===== src/hw/rtl/lbps_pkg.sv =====
// Shared types, mode table and phase codes for the LED blink pattern sequencer.
package lbps_pkg;

    localparam int unsigned MODE_COUNT = 6;

    localparam logic [2:0]  MODE_OFF    = 3'd0;
    localparam logic [15:0] FOREVER     = 16'hFFFF;
    localparam logic [16:0] ELAPSED_MAX = 17'h1FFFF;

    localparam logic [2:0] PH_NONE     = 3'd0;
    localparam logic [2:0] PH_ON       = 3'd1;
    localparam logic [2:0] PH_ON_WAIT  = 3'd2;
    localparam logic [2:0] PH_OFF      = 3'd3;
    localparam logic [2:0] PH_OFF_WAIT = 3'd4;
    localparam logic [2:0] PH_IDLE     = 3'd5;

    typedef struct packed {
        logic [15:0] on_ms;
        logic [15:0] off_ms;
        logic [15:0] flashes;
        logic [15:0] idle_ms;
        logic [15:0] bursts;
    } lbps_mode_t;

    typedef struct packed {
        logic [2:0]  phase;
        logic [2:0]  pattern;
        logic [15:0] flashes_left;
        logic [15:0] bursts_left;
        logic [16:0] elapsed_ms;
        logic [15:0] wait_ms;
        logic        lit;
    } lbps_led_t;

    localparam lbps_mode_t MODE_TABLE [MODE_COUNT] = '{
        '{16'd0,    FOREVER, FOREVER, FOREVER, FOREVER},
        '{FOREVER,  16'd0,   FOREVER, FOREVER, FOREVER},
        '{16'd1000, 16'd1000, FOREVER, 16'd0,  FOREVER},
        '{16'd100,  16'd100, 16'd0,   16'd0,   FOREVER},
        '{16'd500,  16'd500, 16'd0,   16'd500, FOREVER},
        '{16'd200,  16'd200, 16'd2,   16'd1000, FOREVER}
    };

    function automatic lbps_mode_t lbps_entry(input logic [2:0] m);
        lbps_mode_t e;
        if (m < 3'(MODE_COUNT))
            e = MODE_TABLE[m];
        else
            e = MODE_TABLE[MODE_OFF];
        return e;
    endfunction

    // A pattern with no on time starts in the off step.
    function automatic logic [2:0] lbps_first_phase(input lbps_mode_t e);
        return (e.on_ms == 16'd0) ? PH_OFF : PH_ON;
    endfunction

endpackage


===== src/hw/rtl/lbps_if.sv =====
// Valid/ready channel interfaces for requests in and results out.
interface lbps_req_if;
    logic       valid;
    logic       ready;
    logic       kind;
    logic [1:0] led_index;
    logic [2:0] mode_request;

    modport source (output valid, output kind, output led_index, output mode_request,
                    input ready);
    modport sink (input valid, input kind, input led_index, input mode_request,
                  output ready);
endinterface

interface lbps_res_if;
    logic       valid;
    logic       ready;
    logic [3:0] led_lit;
    logic       request_taken;

    modport source (output valid, output led_lit, output request_taken, input ready);
    modport sink (input valid, input led_lit, input request_taken, output ready);
endinterface


===== src/hw/rtl/led_blink_pattern_sequencer_top.sv =====
// LED blink pattern sequencer: per-LED pattern state and a registered result.
// A result is valid in the cycle after its request is accepted.
// Throughput: one request per cycle while ready is high; all LEDs update in parallel on a tick.
// Ready drops only while the result register is full and not being taken.
// Reset: every LED returns to mode off, unlit, no active step; result empty.
module led_blink_pattern_sequencer_top
    import lbps_pkg::*;
#(
    parameter int unsigned NUM_LEDS = 4
)
(
    input  logic        clk,
    input  logic        rst_n,
    lbps_req_if.sink    in_ch,
    lbps_res_if.source  out_ch
);

    lbps_led_t           st_reg  [NUM_LEDS];
    lbps_led_t           st_next [NUM_LEDS];
    logic [NUM_LEDS-1:0] take;
    logic [NUM_LEDS-1:0] lit_next;
    logic [NUM_LEDS+3:0] lit_pad;

    logic       out_valid_reg;
    logic [3:0] led_lit_reg;
    logic       request_taken_reg;
    logic       in_fire;

    assign in_ch.ready = !out_valid_reg || out_ch.ready;
    assign in_fire     = in_ch.valid && in_ch.ready;

    genvar i;
    generate
        for (i = 0; i < NUM_LEDS; i++)
        begin : g_led
            lbps_mode_t  ent;
            lbps_mode_t  req_ent;
            logic [16:0] elapsed_inc;
            logic        hit;

            // Only LEDs 0 to 3 can be addressed by a request.
            assign hit = (i < 4) && (in_ch.led_index == 2'(i));

            always_comb
            begin
                ent         = lbps_entry(st_reg[i].pattern);
                req_ent     = lbps_entry(in_ch.mode_request);
                st_next[i]  = st_reg[i];
                take[i]     = 1'b0;
                elapsed_inc = (st_reg[i].elapsed_ms != ELAPSED_MAX)
                              ? st_reg[i].elapsed_ms + 17'd1 : st_reg[i].elapsed_ms;
                if (in_fire)
                begin
                    if (in_ch.kind)
                    begin
                        if (hit && (in_ch.mode_request < 3'(MODE_COUNT))
                            && (st_reg[i].pattern != in_ch.mode_request))
                        begin
                            take[i]                 = 1'b1;
                            st_next[i].pattern      = in_ch.mode_request;
                            st_next[i].flashes_left = req_ent.flashes;
                            st_next[i].bursts_left  = req_ent.bursts;
                            st_next[i].phase        = lbps_first_phase(req_ent);
                            st_next[i].elapsed_ms   = 17'd0;
                            st_next[i].wait_ms      = 16'd0;
                        end
                    end
                    else if (elapsed_inc > {1'b0, st_reg[i].wait_ms})
                    begin
                        st_next[i].elapsed_ms = 17'd0;
                        case (st_reg[i].phase)
                            PH_ON:
                            begin
                                st_next[i].lit     = 1'b1;
                                st_next[i].phase   = PH_ON_WAIT;
                                st_next[i].wait_ms = ent.on_ms;
                            end
                            PH_ON_WAIT:
                            begin
                                if (ent.on_ms != FOREVER)
                                begin
                                    st_next[i].phase   = (ent.off_ms == 16'd0) ? PH_ON : PH_OFF;
                                    st_next[i].wait_ms = 16'd0;
                                end
                                else
                                    st_next[i].wait_ms = FOREVER;
                            end
                            PH_OFF:
                            begin
                                st_next[i].lit     = 1'b0;
                                st_next[i].phase   = PH_OFF_WAIT;
                                st_next[i].wait_ms = ent.off_ms;
                            end
                            PH_OFF_WAIT:
                            begin
                                if (ent.off_ms == FOREVER)
                                    st_next[i].wait_ms = FOREVER;
                                else if (st_reg[i].flashes_left == FOREVER)
                                begin
                                    st_next[i].phase   = lbps_first_phase(ent);
                                    st_next[i].wait_ms = 16'd0;
                                end
                                else if (st_reg[i].flashes_left <= 16'd1)
                                begin
                                    st_next[i].phase        = PH_IDLE;
                                    st_next[i].wait_ms      = ent.idle_ms;
                                    st_next[i].flashes_left = 16'd0;
                                end
                                else
                                begin
                                    st_next[i].flashes_left = st_reg[i].flashes_left - 16'd1;
                                    st_next[i].phase        = lbps_first_phase(ent);
                                    st_next[i].wait_ms      = 16'd0;
                                end
                            end
                            PH_IDLE:
                            begin
                                if (st_reg[i].bursts_left == FOREVER)
                                begin
                                    st_next[i].phase        = PH_ON;
                                    st_next[i].wait_ms      = 16'd0;
                                    st_next[i].flashes_left = ent.flashes;
                                end
                                else if (st_reg[i].bursts_left <= 16'd1)
                                begin
                                    // last burst done: fall back to mode off
                                    if (st_reg[i].pattern != MODE_OFF)
                                    begin
                                        st_next[i].pattern      = MODE_OFF;
                                        st_next[i].flashes_left = MODE_TABLE[MODE_OFF].flashes;
                                        st_next[i].bursts_left  = MODE_TABLE[MODE_OFF].bursts;
                                        st_next[i].phase =
                                            lbps_first_phase(MODE_TABLE[MODE_OFF]);
                                        st_next[i].wait_ms      = 16'd0;
                                    end
                                end
                                else
                                begin
                                    st_next[i].bursts_left  = st_reg[i].bursts_left - 16'd1;
                                    st_next[i].phase        = PH_ON;
                                    st_next[i].wait_ms      = 16'd0;
                                    st_next[i].flashes_left = ent.flashes;
                                end
                            end
                            default:
                                st_next[i].phase = PH_NONE;
                        endcase
                    end
                    else
                        st_next[i].elapsed_ms = elapsed_inc;
                end
            end

            assign lit_next[i] = st_next[i].lit;

            always_ff @(posedge clk or negedge rst_n)
            begin
                if (!rst_n)
                begin
                    st_reg[i].phase        <= PH_NONE;
                    st_reg[i].pattern      <= MODE_OFF;
                    st_reg[i].flashes_left <= 16'd0;
                    st_reg[i].bursts_left  <= 16'd0;
                    st_reg[i].elapsed_ms   <= 17'd0;
                    st_reg[i].wait_ms      <= 16'd0;
                    st_reg[i].lit          <= 1'b0;
                end
                else
                    st_reg[i] <= st_next[i];
            end
        end
    endgenerate

    assign lit_pad = {4'b0000, lit_next};

    always_ff @(posedge clk or negedge rst_n)
    begin
        if (!rst_n)
            out_valid_reg <= 1'b0;
        else if (in_fire)
            out_valid_reg <= 1'b1;
        else if (out_ch.ready)
            out_valid_reg <= 1'b0;
    end

    always_ff @(posedge clk)
    begin
        if (in_fire)
        begin
            led_lit_reg       <= lit_pad[3:0];
            request_taken_reg <= |take;
        end
    end

    assign out_ch.valid         = out_valid_reg;
    assign out_ch.led_lit       = led_lit_reg;
    assign out_ch.request_taken = request_taken_reg;

endmodule


===== src/flat_wrapper.sv =====
// flat-port wrapper written by rule: the top's interface ports become plain ports
module led_blink_pattern_sequencer_top_flat import lbps_pkg::*;
#(
    parameter int unsigned NUM_LEDS = 4
)
  (clk, rst_n, in_ch_valid, in_ch_kind, in_ch_led_index, in_ch_mode_request, in_ch_ready, out_ch_valid, out_ch_led_lit, out_ch_request_taken, out_ch_ready);
  lbps_req_if in_ch_i ();
  lbps_res_if out_ch_i ();
  input  logic clk;
  input  logic rst_n;
  input wire logic [$bits(in_ch_i.valid)-1:0] in_ch_valid;
  input wire logic [$bits(in_ch_i.kind)-1:0] in_ch_kind;
  input wire logic [$bits(in_ch_i.led_index)-1:0] in_ch_led_index;
  input wire logic [$bits(in_ch_i.mode_request)-1:0] in_ch_mode_request;
  output wire logic [$bits(in_ch_i.ready)-1:0] in_ch_ready;
  output wire logic [$bits(out_ch_i.valid)-1:0] out_ch_valid;
  output wire logic [$bits(out_ch_i.led_lit)-1:0] out_ch_led_lit;
  output wire logic [$bits(out_ch_i.request_taken)-1:0] out_ch_request_taken;
  input wire logic [$bits(out_ch_i.ready)-1:0] out_ch_ready;
  assign in_ch_i.valid = in_ch_valid;
  assign in_ch_i.kind = in_ch_kind;
  assign in_ch_i.led_index = in_ch_led_index;
  assign in_ch_i.mode_request = in_ch_mode_request;
  assign in_ch_ready = in_ch_i.ready;
  assign out_ch_valid = out_ch_i.valid;
  assign out_ch_led_lit = out_ch_i.led_lit;
  assign out_ch_request_taken = out_ch_i.request_taken;
  assign out_ch_i.ready = out_ch_ready;
  led_blink_pattern_sequencer_top #(.NUM_LEDS(NUM_LEDS)) u_core (.clk(clk), .rst_n(rst_n), .in_ch(in_ch_i), .out_ch(out_ch_i));
endmodule

===== config.mk =====
export PLATFORM = sky130hd
export DESIGN_NAME = led_blink_pattern_sequencer_top_flat
export DESIGN_NICKNAME = d
export VERILOG_FILES = /design/src/hw/rtl/lbps_pkg.sv /design/src/hw/rtl/lbps_if.sv /design/src/hw/rtl/led_blink_pattern_sequencer_top.sv /design/src/flat_wrapper.sv
export SDC_FILE = /design/constraint.sdc
export NUM_CORES = 1
export LEC_CHECK = 0
export ABC_AREA = 1
export BUFFER_PORTS_ARGS = -buffer_cell sky130_fd_sc_hd__buf_4
export CAP_MARGIN = 15
export CORE_MARGIN = 4
export CORE_UTILIZATION = 50
export DETAILED_ROUTE_END_ITERATION = 16
export GPL_TIMING_DRIVEN = 1
export PLACE_DENSITY = 0.72
export SETUP_SLACK_MARGIN = 0.2
export SKIP_LAST_GASP = 1
export SLEW_MARGIN = 15
export SYNTH_ARGS = -nofsm -noshare
export SYNTH_HDL_FRONTEND = slang
export SYNTH_SLANG_ARGS = --single-unit

===== constraint.sdc =====
create_clock -name clk -period 9 [get_ports clk]
set_clock_uncertainty 0.2 [all_clocks]
set_input_delay 1.8 -clock clk [delete_from_list [all_inputs] [get_ports clk]]
set_output_delay 1.8 -clock clk [all_outputs]
set_load 0.005 [all_outputs]

==> flow_summary.rst, run 1 <==
.. list-table::
   :header-rows: 1

   * - Metric
     - Value
   * - Post-synth top area cell
     - sky130_fd_sc_hd__dfrtp_1
   * - Required @ worst endpoint
     - 9.24 ns
   * - Full die area
     - 46500 um^2
   * - Clock period minus worst slack
     - 4.78 ns
   * - Count of yosys warnings during synthesis
     - 0
   * - Pin count of the biggest net entering global routing
     - 94
   * - Number of buffers on the longest clock path
     - 3
   * - CP Launch Point
     - u_core.st_reg[233]
   * - DRT Wirelength
     - 55800 um
   * - Category of the most critical setup path
     - register to register
   * - Clock latency on the worst-skew pair
     - 0.55 ns
   * - Pleak
     - 11.4 nW
   * - Max incr delay on CP
     - 0.70 ns
   * - Arrival time at the worst endpoint
     - 5.02 ns
   * - Tot Pwr
     - 7.52 mW
   * - Wire length on met1
     - 25700 um
   * - Placed cell count
     - 3648
   * - Clock transition at the register clock pins on the worst setup and hold paths after CTS
     - 0.06 ns
   * - Count of distinct cell types in the synthesized netlist
     - 61
   * - Clock tree root driver cell
     - sky130_fd_sc_hd__clkbuf_16
   * - First DRT Iteration DRCs
     - 1738
   * - Detailed-route DRC error count
     - 0
   * - Routed vias
     - 20852
   * - Register area share after synthesis
     - 31.0%
   * - Uppermost signal routing layer after detailed routing
     - met5
   * - Reg2Reg Launch Point
     - u_core.st_reg[233]
   * - Synth async-reset ratio
     - 98.1%
   * - DP Wirelength
     - 39500 um
   * - Gr usage total
     - 23.9%
   * - Final setup vio count
     - 0
   * - Die height
     - 216 um
   * - Hold_sp
     - u_core.st_reg[137]
   * - Number of gates given a new drive strength after cts
     - 0
   * - Ratio of total power to cell area
     - 327 nW/um^2
   * - H-tree depth reported by CTS
     - 2
   * - Routed length per instance
     - 15.0 um
   * - RSZ-0062 raised after global routing
     - false
   * - Post-synthesis area per instance
     - 6.75 um^2
   * - Critical path peak fanout
     - 31
   * - Period Utilization, post-route
     - 53.1%
   * - Dominant cells by area after synthesis
     - sky130_fd_sc_hd__dfrtp_1 30%, sky130_fd_sc_hd__nand2_1 17%, sky130_fd_sc_hd__ha_1 6.9%
   * - Max FFs per register
     - 260
   * - Post-Syn Area
     - 21500 um^2
   * - Synthesized netlist net count
     - 3322
   * - Number of cells produced by synthesis
     - 3193
   * - I/O Buffers
     - 16
   * - Slowest CP cell
     - sky130_fd_sc_hd__nand2_1
   * - CP endpoint kind
     - register
   * - Maximum frequency from static timing analysis
     - 209 MHz
   * - Initial antenna violation count
     - 2
   * - Max-slew headroom at the worst pin
     - 33.6%
   * - Number of buffer and inverter instances along the worst setup path
     - 0
   * - Number of buffers inserted during clock tree synthesis
     - 34
   * - Detail-routed via count per cell
     - 5.62
   * - Share of final-layout standard cells stronger than drive strength 1
     - 5.77%
   * - Share of the synthesized area in the top cell type
     - 30.3%
   * - GRT Residual Overflow
     - 0
   * - Num ports
     - 17
   * - Layout Area Growth over Synthesis
     - 6.69%
   * - Largest delay contributor family on the critical path
     - simple AND/OR/NAND/NOR gates
   * - Die W
     - 216 um
   * - Gpl congestion
     - 0.977
   * - Max VDD drop
     - 0.172 mV
   * - Number of enable-type register cells in the synthesized netlist
     - 5
   * - Wire length on met2
     - 25700 um
   * - Critical-path cell list
     - ha_1, nand3_1, nor2_2, nand2_2, nor2_1, nor3_1, nand3_1, nor2_1, nand2_1, nand2_1, nand2_1, ha_1, nand4_1, nor2_1, nand3_1, nand3_1, nand2_2, nand2_2, nand2_1, o21ai_0
   * - Endpoints failing hold
     - 0
   * - Number of clock sinks seen by CTS
     - 266
   * - Reported max-cap violation count
     - 0
   * - Number of buffers inserted to repair setup after CTS
     - 0
   * - Number of standard cells in the final layout excluding fillers
     - 3710
   * - Final antenna-violating net count
     - 0
   * - Post-Route Setup TNS
     - 0 ns
   * - Status
     - complete, no violations
   * - Setup crit start kind
     - register
   * - Via count of the first global-routing pass
     - 19837
   * - CTS tree
     - done
   * - Number of detailed-routing iterations run before antenna repair
     - 8
   * - Total count of max-transition violations in the final report
     - 0
   * - Core area
     - 42200 um^2
   * - Min-delay worst type
     - register to register
   * - Met3 wire length
     - 3190 um
   * - Count of hold buffers inserted by post-cts repair
     - 0
   * - Total Nets Final
     - 3274
   * - Initial standard-cell utilization of the core
     - 51.0%
   * - Seq cells post-synth
     - 266
   * - Std-Cell Rows
     - 75
   * - Most used flip-flop cell after synthesis
     - sky130_fd_sc_hd__dfrtp_1
   * - Global-route wire length before repair
     - 95900 um
   * - Antenna Cells
     - 0
   * - Slew of the pin with the lowest slew margin
     - 0.996 ns
==> worst register-to-register path, cell delays in order (launching register included) <==
cell and delay, ns:
sky130_fd_sc_hd__dfrtp_1 0.41, sky130_fd_sc_hd__ha_1 0.24, sky130_fd_sc_hd__nand3_1 0.13, sky130_fd_sc_hd__nor2_2 0.08, sky130_fd_sc_hd__nand2_2 0.10, sky130_fd_sc_hd__nor2_1 0.11, sky130_fd_sc_hd__nor3_1 0.32, sky130_fd_sc_hd__nand3_1 0.17
sky130_fd_sc_hd__nor2_1 0.22, sky130_fd_sc_hd__nand2_1 0.08, sky130_fd_sc_hd__nand2_1 0.06, sky130_fd_sc_hd__nand2_1 0.08, sky130_fd_sc_hd__ha_1 0.29, sky130_fd_sc_hd__nand4_1 0.10, sky130_fd_sc_hd__nor2_1 0.18, sky130_fd_sc_hd__nand3_1 0.10
sky130_fd_sc_hd__nand3_1 0.11, sky130_fd_sc_hd__nand2_2 0.12, sky130_fd_sc_hd__nand2_2 0.50, sky130_fd_sc_hd__nand2_1 0.70, sky130_fd_sc_hd__o21ai_0 0.38
==> per-layer routing <==
layer | vias to the layer above | global-route usage, %
met3 | 83 | 3.64
met2 | 589 | 39.3
met1 | 9814 | 32.8
met5 | - | 0
met4 | 4 | 6.81
li1 | 10362 | -
==> through the flow <==
step / instance area [um^2] / utilization (%) / hold WS (ns) / worst slack (ns)
floorplan: 21500 / - / 0.242 / 5.08
global placement: 21800 / 51.7 / 0.260 / 4.34
detailed placement: 21800 / 51.7 / 0.258 / 4.24
CTS: 23000 / 54.4 / 0.272 / 4.24
global route: 23000 / 54.4 / 0.304 / 3.68
finish: 23000 / 54.4 / 0.273 / 4.22
==> cell families (layout without fill, tap and decap cells) <==
| kind of cell | Yosys count | count (layout) | synth area share [%] |
|---|---|---|---|
| compound gates | 363 | 363 | 9.41 |
| xor+xnor | 158 | 158 | 6.43 |
| fa+ha+maj | 119 | 119 | 6.91 |
| buf+inv | 430 | 408 | 8.32 |
| flops | 266 | 266 | 31.0 |
| mux | 1 | 1 | 0.0465 |
| simple gates | 1856 | 1856 | 37.9 |
==> path summary, 6_finish.rpt <==
| check | to | slack (ns) | cells after the start |
|---|---|---|---|
| setup / recovery | u_core.st_reg[257] | 4.22 | 20 |
| hold / removal | u_core.st_reg[137] | 0.27 | 2 |
| setup reg to reg | u_core.st_reg[257] | 4.22 | 20 |
| hold reg to reg | u_core.st_reg[137] | 0.27 | 2 |
| max in group asynchronous | u_core.st_reg[282] | 6.05 | 2 |
| min in group asynchronous | u_core.st_reg[23] | 1.09 | 1 |
==> Yosys cell counts (4+ instances only) <==
cell type,instances
sky130_fd_sc_hd__nand3_1,199
sky130_fd_sc_hd__clkinv_1,4
sky130_fd_sc_hd__o22ai_1,11
sky130_fd_sc_hd__and3_1,4
sky130_fd_sc_hd__o211ai_1,6
sky130_fd_sc_hd__buf_2,42
sky130_fd_sc_hd__ha_1,119
sky130_fd_sc_hd__a21oi_1,62
sky130_fd_sc_hd__nand2_1,992
sky130_fd_sc_hd__nor2_1,330
sky130_fd_sc_hd__nand3_4,4
sky130_fd_sc_hd__edfxtp_1,5
sky130_fd_sc_hd__nand3_2,8
sky130_fd_sc_hd__o21a_1,10
sky130_fd_sc_hd__nor4_1,25
sky130_fd_sc_hd__o21ai_2,9
sky130_fd_sc_hd__nor2_2,16
sky130_fd_sc_hd__inv_2,13
sky130_fd_sc_hd__o31ai_1,5
sky130_fd_sc_hd__nor3_1,69
sky130_fd_sc_hd__xnor2_1,50
sky130_fd_sc_hd__or2_2,10
sky130_fd_sc_hd__inv_1,303
sky130_fd_sc_hd__nand4_1,157
sky130_fd_sc_hd__buf_4,16
sky130_fd_sc_hd__nand3b_1,5
sky130_fd_sc_hd__dfrtp_1,261
sky130_fd_sc_hd__o21ai_0,209
sky130_fd_sc_hd__a22oi_1,6
sky130_fd_sc_hd__xor2_1,108
sky130_fd_sc_hd__nor3_2,4
sky130_fd_sc_hd__nand2_2,13
sky130_fd_sc_hd__o21ai_1,23
sky130_fd_sc_hd__nor2_4,4
sky130_fd_sc_hd__buf_6,8
sky130_fd_sc_hd__clkbuf_1,37
sky130_fd_sc_hd__nand2_4,4
==> power breakdown <==
group,total (mW),internal (mW),switching (mW)
combinational,3.92,1.33,2.59
sequential,2.18,1.61,0.571
clock,1.41,0.852,0.562
==> placed cells by master, fill, tap and decap left out, types with 8 or more instances in the layout <==
cell	count
sky130_fd_sc_hd__nand2_1	991
sky130_fd_sc_hd__o21a_1	10
sky130_fd_sc_hd__nand3_1	199
sky130_fd_sc_hd__inv_1	302
sky130_fd_sc_hd__inv_2	13
sky130_fd_sc_hd__nor2_1	330
sky130_fd_sc_hd__dfrtp_1	261
sky130_fd_sc_hd__or2_2	10
sky130_fd_sc_hd__nor4_1	25
sky130_fd_sc_hd__o22ai_1	11
sky130_fd_sc_hd__nor2_2	16
sky130_fd_sc_hd__xor2_1	108
sky130_fd_sc_hd__nor3_1	69
sky130_fd_sc_hd__o21ai_2	9
sky130_fd_sc_hd__clkbuf_16	34
sky130_fd_sc_hd__buf_4	24
sky130_fd_sc_hd__nand2_2	14
sky130_fd_sc_hd__o21ai_1	23
sky130_fd_sc_hd__xnor2_1	50
sky130_fd_sc_hd__ha_1	119
sky130_fd_sc_hd__o21ai_0	209
sky130_fd_sc_hd__nand3_2	8
sky130_fd_sc_hd__nand4_1	157
sky130_fd_sc_hd__a21oi_1	62
==> final cells by class <==
cell class	instances	area, um^2
Clock buffer	44	928
Clock inverter	18	224
Fill cell	4114	19200
Inverter	321	1210
Multi-Input combinational cell	2497	13100
Sequential cell	266	6680
Tap cell	539	674
Timing Repair Buffer	25	195
Power figures use the tool's default switching activity.
==> run 2: changes to the inputs <==
Settings changed: PLACE_DENSITY 0.72 to 0.75.
Clock period 9 ns to 3.9 ns, I/O delays scaled along.
==> run 2 against run 1 <==
  * Global-route usage up 0.40 points
  * Final area rose by 8.1%
  * Combinational power grew to 2.8 times the previous value
  * Power rose to 2.6 times the previous value
  * Non-clock buffer count increased by 94
  * Sequential cell count stayed put
  * Critical endpoint is now u_core.st_reg[167]
  * Largest cell class unchanged
==> flow_summary.rst, run 2 (synthesis gave the netlist of run 1 again) <==
.. list-table::
   :header-rows: 1

   * - Metric
     - Value
   * - Num ports
     - 17 (unchanged)
   * - CP Launch Point
     - u_core.st_reg[162] (was u_core.st_reg[233])
   * - Min-delay worst type
     - primary input to asynchronous set/reset pin (was register to register)
   * - Met2 capacity usage during global routing
     - 40.3% (was 39.3%)
   * - Core area
     - 42200 um^2 (unchanged)
   * - Number of detailed-routing iterations run before antenna repair
     - 6 (was 8)
   * - Design Area, Final
     - 24800 um^2 (was 23000 um^2)
   * - Post-Route Setup TNS
     - 0 ns (unchanged)
   * - Endpoints failing hold
     - 0 (unchanged)
   * - Global-route wire length before repair
     - 97500 um (was 95900 um)
   * - Required @ worst endpoint
     - 4.16 ns (was 9.24 ns)
   * - Global routing met1 resource utilization
     - 33.5% (was 32.8%)
   * - Layer carrying the most global-route usage
     - met2 (unchanged)
   * - Detail-routed via count per cell
     - 5.70 (was 5.62)
   * - RSZ-0062 raised after global routing
     - true (was false)
   * - Gpl congestion
     - 0.975 (was 0.977)
   * - Die height
     - 216 um (unchanged)
   * - Number of buffers on the longest clock path
     - 3 (unchanged)
   * - Clock tree root driver cell
     - sky130_fd_sc_hd__clkbuf_16 (unchanged)
   * - Leading cell type in the layout, fill and taps excluded
     - sky130_fd_sc_hd__nand2_1 (unchanged)
   * - Critical path peak fanout
     - 8 (was 31)
   * - Final antenna-violating net count
     - 0 (unchanged)
   * - Std-Cell Rows
     - 75 (unchanged)
   * - Share of final-layout standard cells stronger than drive strength 1
     - 13.1% (was 5.77%)
   * - Status
     - complete, no violations (unchanged)
   * - Pleak
     - 12.2 nW (was 11.4 nW)
   * - Number of fill cells
     - 3811 (was 4114)
   * - Detailed-route DRC error count
     - 0 (unchanged)
   * - DP Wirelength
     - 40500 um (was 39500 um)
   * - Gr usage total
     - 24.3% (was 23.9%)
   * - CTS tree
     - done (unchanged)
   * - Antenna Cells
     - 0 (unchanged)
   * - I/O Buffers
     - 16 (unchanged)
   * - Commonest non-fill, non-tap cells in the layout
     - 930 x sky130_fd_sc_hd__nand2_1, 318 x sky130_fd_sc_hd__nor2_1, 297 x sky130_fd_sc_hd__inv_1, 258 x sky130_fd_sc_hd__dfrtp_1, 190 x sky130_fd_sc_hd__o21ai_0 (was 991 x sky130_fd_sc_hd__nand2_1, 330 x sky130_fd_sc_hd__nor2_1, 302 x sky130_fd_sc_hd__inv_1, 261 x sky130_fd_sc_hd__dfrtp_1, 209 x sky130_fd_sc_hd__o21ai_0)
   * - Initial antenna violation count
     - 2 (unchanged)
   * - Clock latency on the worst-skew pair
     - 0.56 ns (was 0.55 ns)
   * - CP endpoint kind
     - register (unchanged)
   * - Reported max-cap violation count
     - 0 (unchanged)
   * - Final setup vio count
     - 0 (unchanged)
   * - Total count of max-transition violations in the final report
     - 0 (unchanged)
   * - First DRT Iteration DRCs
     - 1880 (was 1738)
   * - Number of buffers inserted during clock tree synthesis
     - 35 (was 34)
   * - Final critical-path setup slack
     - 0.188 ns (was 4.22 ns)
   * - Max VDD drop
     - 0.688 mV (was 0.172 mV)
   * - Die W
     - 216 um (unchanged)
   * - Post-placement worst setup slack
     - -0.0315 ns (was 4.24 ns)
   * - Routing usage on met3
     - 2.93% (was 3.64%)
   * - Maximum frequency from static timing analysis
     - 269 MHz (was 209 MHz)
   * - Max-slew headroom at the worst pin
     - 47.2% (was 33.6%)
   * - Full die area
     - 46500 um^2 (unchanged)
   * - Routed vias
     - 21735 (was 20852)
   * - H-tree depth reported by CTS
     - 2 (unchanged)
   * - Clock transition at the register clock pins on the worst setup and hold paths after CTS
     - 0.06 ns (about the same)
   * - Reg2Reg Launch Point
     - u_core.st_reg[162] (was u_core.st_reg[233])
   * - Layout Area Growth over Synthesis
     - 15.4% (was 6.69%)
   * - Total Nets Final
     - 3375 (was 3274)
   * - Max FFs per register
     - 260 (unchanged)
   * - Clock period minus worst slack
     - 3.71 ns (was 4.78 ns)
   * - GRT Residual Overflow
     - 0 (unchanged)
   * - Tot Pwr
     - 19.5 mW (was 7.52 mW)
   * - Final Util
     - 58.8% (was 54.4%)
   * - Category of the most critical setup path
     - register to register (unchanged)
   * - Slew of the pin with the lowest slew margin
     - 0.790 ns (was 0.996 ns)
   * - Routed length per instance
     - 15.9 um (was 15.0 um)
   * - Via count of the first global-routing pass
     - 20147 (was 19837)
   * - Arrival time at the worst endpoint
     - 3.97 ns (was 5.02 ns)
   * - Pin count of the biggest net entering global routing
     - 90 (was 94)
   * - Setup slack of the worst register-to-register path
     - 0.19 ns (was 4.22 ns)
   * - Footprint of the multi-input gates
     - 13900 um^2 (was 13100 um^2)
   * - Period Utilization, post-route
     - 95.2% (was 53.1%)
   * - Setup crit start kind
     - register (unchanged)
   * - Initial standard-cell utilization of the core
     - 51.0% (unchanged)
   * - Ratio of total power to cell area
     - 783 nW/um^2 (was 327 nW/um^2)
   * - DRT Wirelength
     - 60600 um (was 55800 um)
   * - Register cell area after layout
     - 6690 um^2 (was 6680 um^2)
   * - Placed Instance Area
     - 22200 um^2 (was 21800 um^2)
   * - Number of clock sinks seen by CTS
     - 266 (unchanged)
run 2: worst max-delay path, cell delays in order, from the launching register on:
cell,delay (ns)
sky130_fd_sc_hd__dfrtp_1,0.43
sky130_fd_sc_hd__ha_4,0.18
sky130_fd_sc_hd__nand3_4,0.10
sky130_fd_sc_hd__nor3_4,0.25
sky130_fd_sc_hd__nand4_1,0.19
sky130_fd_sc_hd__o21ai_2,0.22
sky130_fd_sc_hd__buf_4,0.15
sky130_fd_sc_hd__xor2_2,0.17
sky130_fd_sc_hd__ha_1,0.28
sky130_fd_sc_hd__nand2_1,0.09
sky130_fd_sc_hd__inv_1,0.05
sky130_fd_sc_hd__o21ai_1,0.12
sky130_fd_sc_hd__nand3_1,0.09
sky130_fd_sc_hd__nand2_1,0.06
sky130_fd_sc_hd__nand2_1,0.04
sky130_fd_sc_hd__nand2_1,0.05
sky130_fd_sc_hd__nand2_1,0.04
sky130_fd_sc_hd__nand2_1,0.07
sky130_fd_sc_hd__nand2_2,0.09
sky130_fd_sc_hd__nand2_4,0.14
sky130_fd_sc_hd__nand2_8,0.11
sky130_fd_sc_hd__nor2_4,0.18
sky130_fd_sc_hd__buf_12,0.17
sky130_fd_sc_hd__nand2_1,0.06
sky130_fd_sc_hd__o21ai_0,0.08
run 2: per-layer routing:
metal	up-vias	wire, um
met4	4	1400
met3	118	3630
met1	10303	26900
met2	743	28700
li1	10567	-
met5	-	40
run 2: stage by stage:
stage | hold WS (ns) | cells
after floorplan | 0.242 | 3193
after global placement | 0.258 | 3685
after detailed placement | 0.265 | 3685
after CTS | 0.0862 | 3756
after global routing | 0.122 | 3811
final | 0.0436 | 3811
run 2: power by group:
group | leakage [nW] | internal [mW] | switching (mW)
Clock | 0.572 | 1.99 | 1.34
Combinational | 8.17 | 4.25 | 6.81
Sequential | 3.44 | 3.71 | 1.34
run 2: path summary, 6_finish.rpt:
kind,end,cells past startpoint
max,u_core.st_reg[167],24
min,u_core.st_reg[23],1
max reg2reg,u_core.st_reg[167],24
min reg2reg,u_core.st_reg[219],2
max in group asynchronous,u_core.st_reg[47],2
min in group clk,u_core.st_reg[219],2
run 2: area by class of cell:
| type | count | area share (%) |
|---|---|---|
| Clock inverter | 16 | 0.715 |
| Sequential cell | 266 | 26.9 |
| Inverter | 321 | 4.92 |
| Multi-Input combinational cell | 2501 | 55.9 |
| Tap cell | 539 | 2.71 |
| Clock buffer | 47 | 3.99 |
| Timing Repair inverter | 2 | 0.0604 |
| Timing Repair Buffer | 119 | 4.83 |
run 2: what timing repair did:
action / CTS / global route
endpoints found under the hold margin: 0 / 0
pin swaps: 9 / 61
gates resized for setup: 23 / 200
endpoints found under the setup margin: 172 / 255
buffers inserted: 4 / 43
cloned: 4 / 12
hold buffers: 0 / 0
==> run 3: changes to the inputs <==
Settings changed: ABC_AREA 1 to default, CELL_PAD_IN_SITES_DETAIL_PLACEMENT from default to 0, CELL_PAD_IN_SITES_GLOBAL_PLACEMENT from default to 1, CORE_UTILIZATION 50 to 45, PLACE_DENSITY 0.75 to 0.85.
==> run 3 against run 2 <==
  * The flow now finishes with violations (negative setup slack)
  * Power down 10%
  * Register-to-register slack worse by 0.32 ns
  * Core utilization up 2.3 points
  * Critical path depth down 5
  * Final cell count down 18%
  * Combinational power down 14%
  * Synthesized area down 10%
  * Via count down 12%
  * Final area up 3.9%
  * Sequential cell count unchanged
  * Global-route usage down 0.49 points
  * Wire length down 2.3%
  * Critical path type unchanged
  * Critical endpoint is now u_core.st_reg[209]
==> flow_summary.rst, run 3 <==
.. list-table::
   :header-rows: 1

   * - Metric
     - Value
   * - Final antenna-violating net count
     - 0 (unchanged)
   * - Share of the synthesized area in the top cell type
     - 33.7% (was 30.3%)
   * - Power share of the combinational group
     - 54.7% (was 56.9%)
   * - Most used standard cells in the synthesized netlist
     - 261 x sky130_fd_sc_hd__dfrtp_1, 244 x sky130_fd_sc_hd__nand2_1, 192 x sky130_fd_sc_hd__o21ai_0 (was 992 x sky130_fd_sc_hd__nand2_1, 330 x sky130_fd_sc_hd__nor2_1, 303 x sky130_fd_sc_hd__inv_1)
   * - Initial antenna violation count
     - 2 (unchanged)
   * - Synthesized netlist net count
     - 2454 (was 3322)
   * - Layout Area Growth over Synthesis
     - 33.3% (was 15.4%)
   * - Share of final-layout standard cells stronger than drive strength 1
     - 30.3% (was 13.1%)
   * - Clock tree root driver cell
     - sky130_fd_sc_hd__clkbuf_16 (unchanged)
   * - Critical path peak fanout
     - 6 (was 8)
   * - Period Utilization, post-route
     - 103% (was 95.2%)
   * - Status
     - finished with violations (was complete, no violations)
   * - Post-Syn Area
     - 19400 um^2 (was 21500 um^2)
   * - Most used flip-flop cell after synthesis
     - sky130_fd_sc_hd__dfrtp_1 (unchanged)
   * - Endpoints failing hold
     - 0 (unchanged)
   * - Total Nets Final
     - 2705 (was 3375)
   * - Std-Cell Rows
     - 75 (unchanged)
   * - Reg2Reg Launch Point
     - u_core.st_reg[161] (was u_core.st_reg[162])
   * - Max VDD drop
     - 0.593 mV (was 0.688 mV)
   * - Pin count of the biggest net entering global routing
     - 102 (was 90)
   * - Number of fill cells
     - 3442 (was 3811)
   * - Sw Share
     - 42.4% (was 48.8%)
   * - CP endpoint kind
     - register (unchanged)
   * - RSZ-0062 raised after global routing
     - true (unchanged)
   * - Commonest non-fill, non-tap cells in the layout
     - 261 x sky130_fd_sc_hd__dfrtp_1, 222 x sky130_fd_sc_hd__buf_4, 190 x sky130_fd_sc_hd__nand2_1, 150 x sky130_fd_sc_hd__nor2_1, 140 x sky130_fd_sc_hd__a21oi_1 (was 930 x sky130_fd_sc_hd__nand2_1, 318 x sky130_fd_sc_hd__nor2_1, 297 x sky130_fd_sc_hd__inv_1, 258 x sky130_fd_sc_hd__dfrtp_1, 190 x sky130_fd_sc_hd__o21ai_0)
   * - CTS tree
     - done (unchanged)
   * - Max FFs per register
     - 260 (unchanged)
   * - Max-slew headroom at the worst pin
     - 19.9% (was 47.2%)
   * - GRT Residual Overflow
     - 0 (unchanged)
   * - DRT Wirelength
     - 59200 um (was 60600 um)
   * - Required @ worst endpoint
     - 4.12 ns (was 4.16 ns)
   * - Arrival time at the worst endpoint
     - 4.25 ns (was 3.97 ns)
   * - Count of distinct cell types in the synthesized netlist
     - 91 (was 61)
   * - Final setup vio count
     - 89 (was 0)
   * - Post-synthesis area per instance
     - 8.33 um^2 (was 6.75 um^2)
   * - Die height
     - 215 um (was 216 um)
   * - Initial standard-cell utilization of the core
     - 45.9% (was 51.0%)
   * - Synth async-reset ratio
     - 98.1% (unchanged)
   * - Routed vias
     - 19102 (was 21735)
   * - Reported max-cap violation count
     - 0 (unchanged)
   * - Die W
     - 215 um (was 216 um)
   * - Psw
     - 7.42 mW (was 9.50 mW)
   * - Register cell area after layout
     - 6680 um^2 (was 6690 um^2)
   * - Num ports
     - 17 (unchanged)
   * - Setup slack of the worst register-to-register path
     - -0.13 ns (was 0.19 ns)
   * - Placed cell count
     - 2973 (was 3685)
   * - Via count of the first global-routing pass
     - 18645 (was 20147)
   * - Count of yosys warnings during synthesis
     - 0 (unchanged)
   * - Relative contribution of the clock network to total power
     - 18.9% (was 17.1%)
   * - Detail-routed via count per cell
     - 6.09 (was 5.70)
   * - Clock latency on the worst-skew pair
     - 0.54 ns (was 0.56 ns)
   * - Global-route wire length before repair
     - 94200 um (was 97500 um)
   * - Ratio of total power to cell area
     - 678 nW/um^2 (was 783 nW/um^2)
   * - Min-delay worst type
     - primary input to asynchronous set/reset pin (unchanged)
   * - Post-synth top area cell
     - sky130_fd_sc_hd__dfrtp_1 (unchanged)
   * - Pleak
     - 10.9 nW (was 12.2 nW)
   * - Worst hold slack
     - 0.0708 ns (was 0.0436 ns)
   * - Violated checks
     - negative setup slack
   * - Number of cells produced by synthesis
     - 2325 (was 3193)
   * - Number of detailed-routing iterations run before antenna repair
     - 5 (was 6)
   * - DP Wirelength
     - 38500 um (was 40500 um)
   * - Seq cells post-synth
     - 266 (unchanged)
   * - Dominant cells by area after synthesis
     - sky130_fd_sc_hd__dfrtp_1 34%, sky130_fd_sc_hd__ha_1 7.7%, sky130_fd_sc_hd__o21ai_0 5.0% (was sky130_fd_sc_hd__dfrtp_1 30%, sky130_fd_sc_hd__nand2_1 17%, sky130_fd_sc_hd__ha_1 6.9%)
   * - Gr usage total
     - 23.8% (was 24.3%)
   * - Power Internal
     - 10.1 mW (was 9.96 mW)
   * - Clock transition at the register clock pins on the worst setup and hold paths after CTS
     - 0.05 ns (was 0.06 ns)
   * - Category of the most critical setup path
     - register to register (unchanged)
   * - Final critical-path setup slack
     - -0.131 ns (was 0.188 ns)
   * - Number of enable-type register cells in the synthesized netlist
     - 5 (unchanged)
   * - Detailed-route DRC error count
     - 0 (unchanged)
   * - CP Launch Point
     - u_core.st_reg[161] (was u_core.st_reg[162])
   * - Gpl congestion
     - 0.914 (was 0.975)
   * - Library cell with the highest instance count after synthesis
     - sky130_fd_sc_hd__dfrtp_1 (was sky130_fd_sc_hd__nand2_1)
   * - Destination of the critical timing path
     - u_core.st_reg[209] (was u_core.st_reg[167])
   * - Share of total power in sequential cells
     - 26.4% (was 26.0%)
   * - H-tree depth reported by CTS
     - 2 (unchanged)
   * - Slew of the pin with the lowest slew margin
     - 1.19 ns (was 0.790 ns)
   * - Footprint of the multi-input gates
     - 13800 um^2 (was 13900 um^2)
   * - Clock period minus worst slack
     - 4.03 ns (was 3.71 ns)
   * - Setup crit start kind
     - register (unchanged)
   * - Leading cell type in the layout, fill and taps excluded
     - sky130_fd_sc_hd__dfrtp_1 (was sky130_fd_sc_hd__nand2_1)
   * - Register area share after synthesis
     - 34.5% (was 31.0%)
   * - First DRT Iteration DRCs
     - 1711 (was 1880)
   * - Number of buffers on the longest clock path
     - 3 (unchanged)
   * - Number of clock sinks seen by CTS
     - 266 (unchanged)
   * - Antenna Cells
     - 0 (unchanged)
   * - Crit Reg-Reg Endpoint
     - u_core.st_reg[209] (was u_core.st_reg[167])
   * - Number of standard cells in the final layout excluding fillers
     - 3139 (was 3811)
   * - Number of buffers inserted during clock tree synthesis
     - 34 (was 35)
   * - I/O Buffers
     - 16 (unchanged)
   * - Total count of max-transition violations in the final report
     - 0 (unchanged)
   * - Maximum frequency from static timing analysis
     - 248 MHz (was 269 MHz)
   * - Core area
     - 42200 um^2 (unchanged)
   * - Worst r2r path cells
     - 19 (was 24)
   * - Full die area
     - 46400 um^2 (was 46500 um^2)
   * - Routed length per instance
     - 18.9 um (was 15.9 um)
[run 3: changes by cell type in the layout (fill, tap and decap cells not counted), moves of 35 or more]
| cell | delta |
|---|---|
| sky130_fd_sc_hd__nor2_1 | -168 |
| sky130_fd_sc_hd__o21ai_2 | +35 |
| sky130_fd_sc_hd__buf_4 | +132 |
| sky130_fd_sc_hd__a21oi_1 | +81 |
| sky130_fd_sc_hd__nand4_1 | -93 |
| sky130_fd_sc_hd__nand2_1 | -740 |
| sky130_fd_sc_hd__buf_6 | +55 |
| sky130_fd_sc_hd__nand3_1 | -120 |
| sky130_fd_sc_hd__o21ai_0 | -89 |
| sky130_fd_sc_hd__a31oi_1 | +35 |
| sky130_fd_sc_hd__xor2_1 | -44 |
| sky130_fd_sc_hd__inv_1 | -189 |
[run 3: layout make-up]
class / instances / share of cell area (%)
Clock buffer: 49 / 4.07
Clock inverter: 11 / 0.456
Inverter: 108 / 1.57
Multi-Input combinational cell: 1846 / 53.3
Sequential cell: 266 / 25.9
Tap cell: 539 / 2.61
Timing Repair Buffer: 320 / 12.1
[run 3: power by group through the flow]
stage,combinational [mW],clock (mW),sequential (mW)
2_1_floorplan,5.33,0,4.18
3_3_place_gp,6.90,0,4.53
3_5_place_dp,7.03,0,4.56
4_1_cts,8.47,3.37,4.55
5_1_grt,10.4,3.49,4.76
6_report,9.57,3.30,4.63
[run 3: worst min-delay path by stage]
stage                                  start                  to  slack, ns  cells past startpoint
after floorplan           u_core.st_reg[152]  u_core.st_reg[152]       0.25                      2
after global placement    u_core.st_reg[152]  u_core.st_reg[152]       0.27                      2
after detailed placement    u_core.st_reg[5]    u_core.st_reg[5]       0.28                      1
after CTS                              rst_n  u_core.st_reg[150]       0.14                      1
after global routing                   rst_n  u_core.st_reg[167]       0.19                      1
final                                  rst_n  u_core.st_reg[167]       0.07                      1
[run 3: critical path: stages (launching register included)]
cell	delay (ns)
sky130_fd_sc_hd__dfrtp_1	0.35
sky130_fd_sc_hd__ha_2	0.19
sky130_fd_sc_hd__nand2_2	0.06
sky130_fd_sc_hd__or4_4	0.55
sky130_fd_sc_hd__nor3_4	0.22
sky130_fd_sc_hd__buf_6	0.14
sky130_fd_sc_hd__nor4_4	0.04
sky130_fd_sc_hd__and3_4	0.19
sky130_fd_sc_hd__xor2_1	0.15
sky130_fd_sc_hd__ha_1	0.29
sky130_fd_sc_hd__nand4_1	0.09
sky130_fd_sc_hd__nor2_2	0.17
sky130_fd_sc_hd__o311ai_2	0.13
sky130_fd_sc_hd__nand4b_1	0.13
sky130_fd_sc_hd__buf_6	0.13
sky130_fd_sc_hd__buf_4	0.12
sky130_fd_sc_hd__a31oi_4	0.08
sky130_fd_sc_hd__or3_4	0.44
sky130_fd_sc_hd__nor3_2	0.17
sky130_fd_sc_hd__nor3_1	0.07
[run 3: cell families (layout without fill, tap and decap cells)]
group | after synthesis | count (layout) | synth area share (%)
muxes | 55 | 55 | 3.12
and+or+nand+nor | 874 | 878 | 22.9
DFF | 266 | 266 | 34.5
adders and majority gates | 119 | 119 | 7.69
xor gates and xnor gates | 110 | 110 | 4.97
buffers and inverters | 219 | 488 | 4.51
AOI/OAI and AO/OA | 682 | 684 | 22.3
[run 3: per-stage QoR]
| step | instance area [um^2] | total power, mW | worst slack [ns] | setup TNS (ns) | utilization [%] |
|---|---|---|---|---|---|
| 5_1_grt | 25800 | 18.6 | -0.307 | -36.08 | 61.1 |
| 3_3_place_gp | 21800 | 11.4 | -0.0605 | -0.954 | 51.5 |
| 6_report | 25800 | 17.5 | -0.131 | -5.17 | 61.1 |
| 3_5_place_dp | 21800 | 11.6 | -0.189 | -8.21 | 51.5 |
| 4_1_cts | 24400 | 16.4 | -0.0434 | -0.629 | 57.7 |
| 2_1_floorplan | 19900 | 9.51 | -0.249 | -3.09 | - |
[run 3: what timing repair did]
item | 4_1_cts | 5_1_grt
hold buffers | 0 | 0
endpoints found under the hold margin | 0 | 0
pin swaps | 112 | 135
gates resized for setup | 214 | 284
cloned | 16 | 8
endpoints found under the setup margin | 240 | 257
buffers inserted | 46 | 36
[run 3: routing by layer]
metal / vias to the layer above / track usage, % / share of wire [%] / wire length, um
met5: - / 0 / 0.052 / 31
met4: 4 / 6.87 / 2.6 / 1520
met3: 117 / 3.22 / 4.6 / 2730
met2: 533 / 40.2 / 48 / 28500
met1: 9372 / 32.0 / 45 / 26500
li1: 9076 / - / - / -
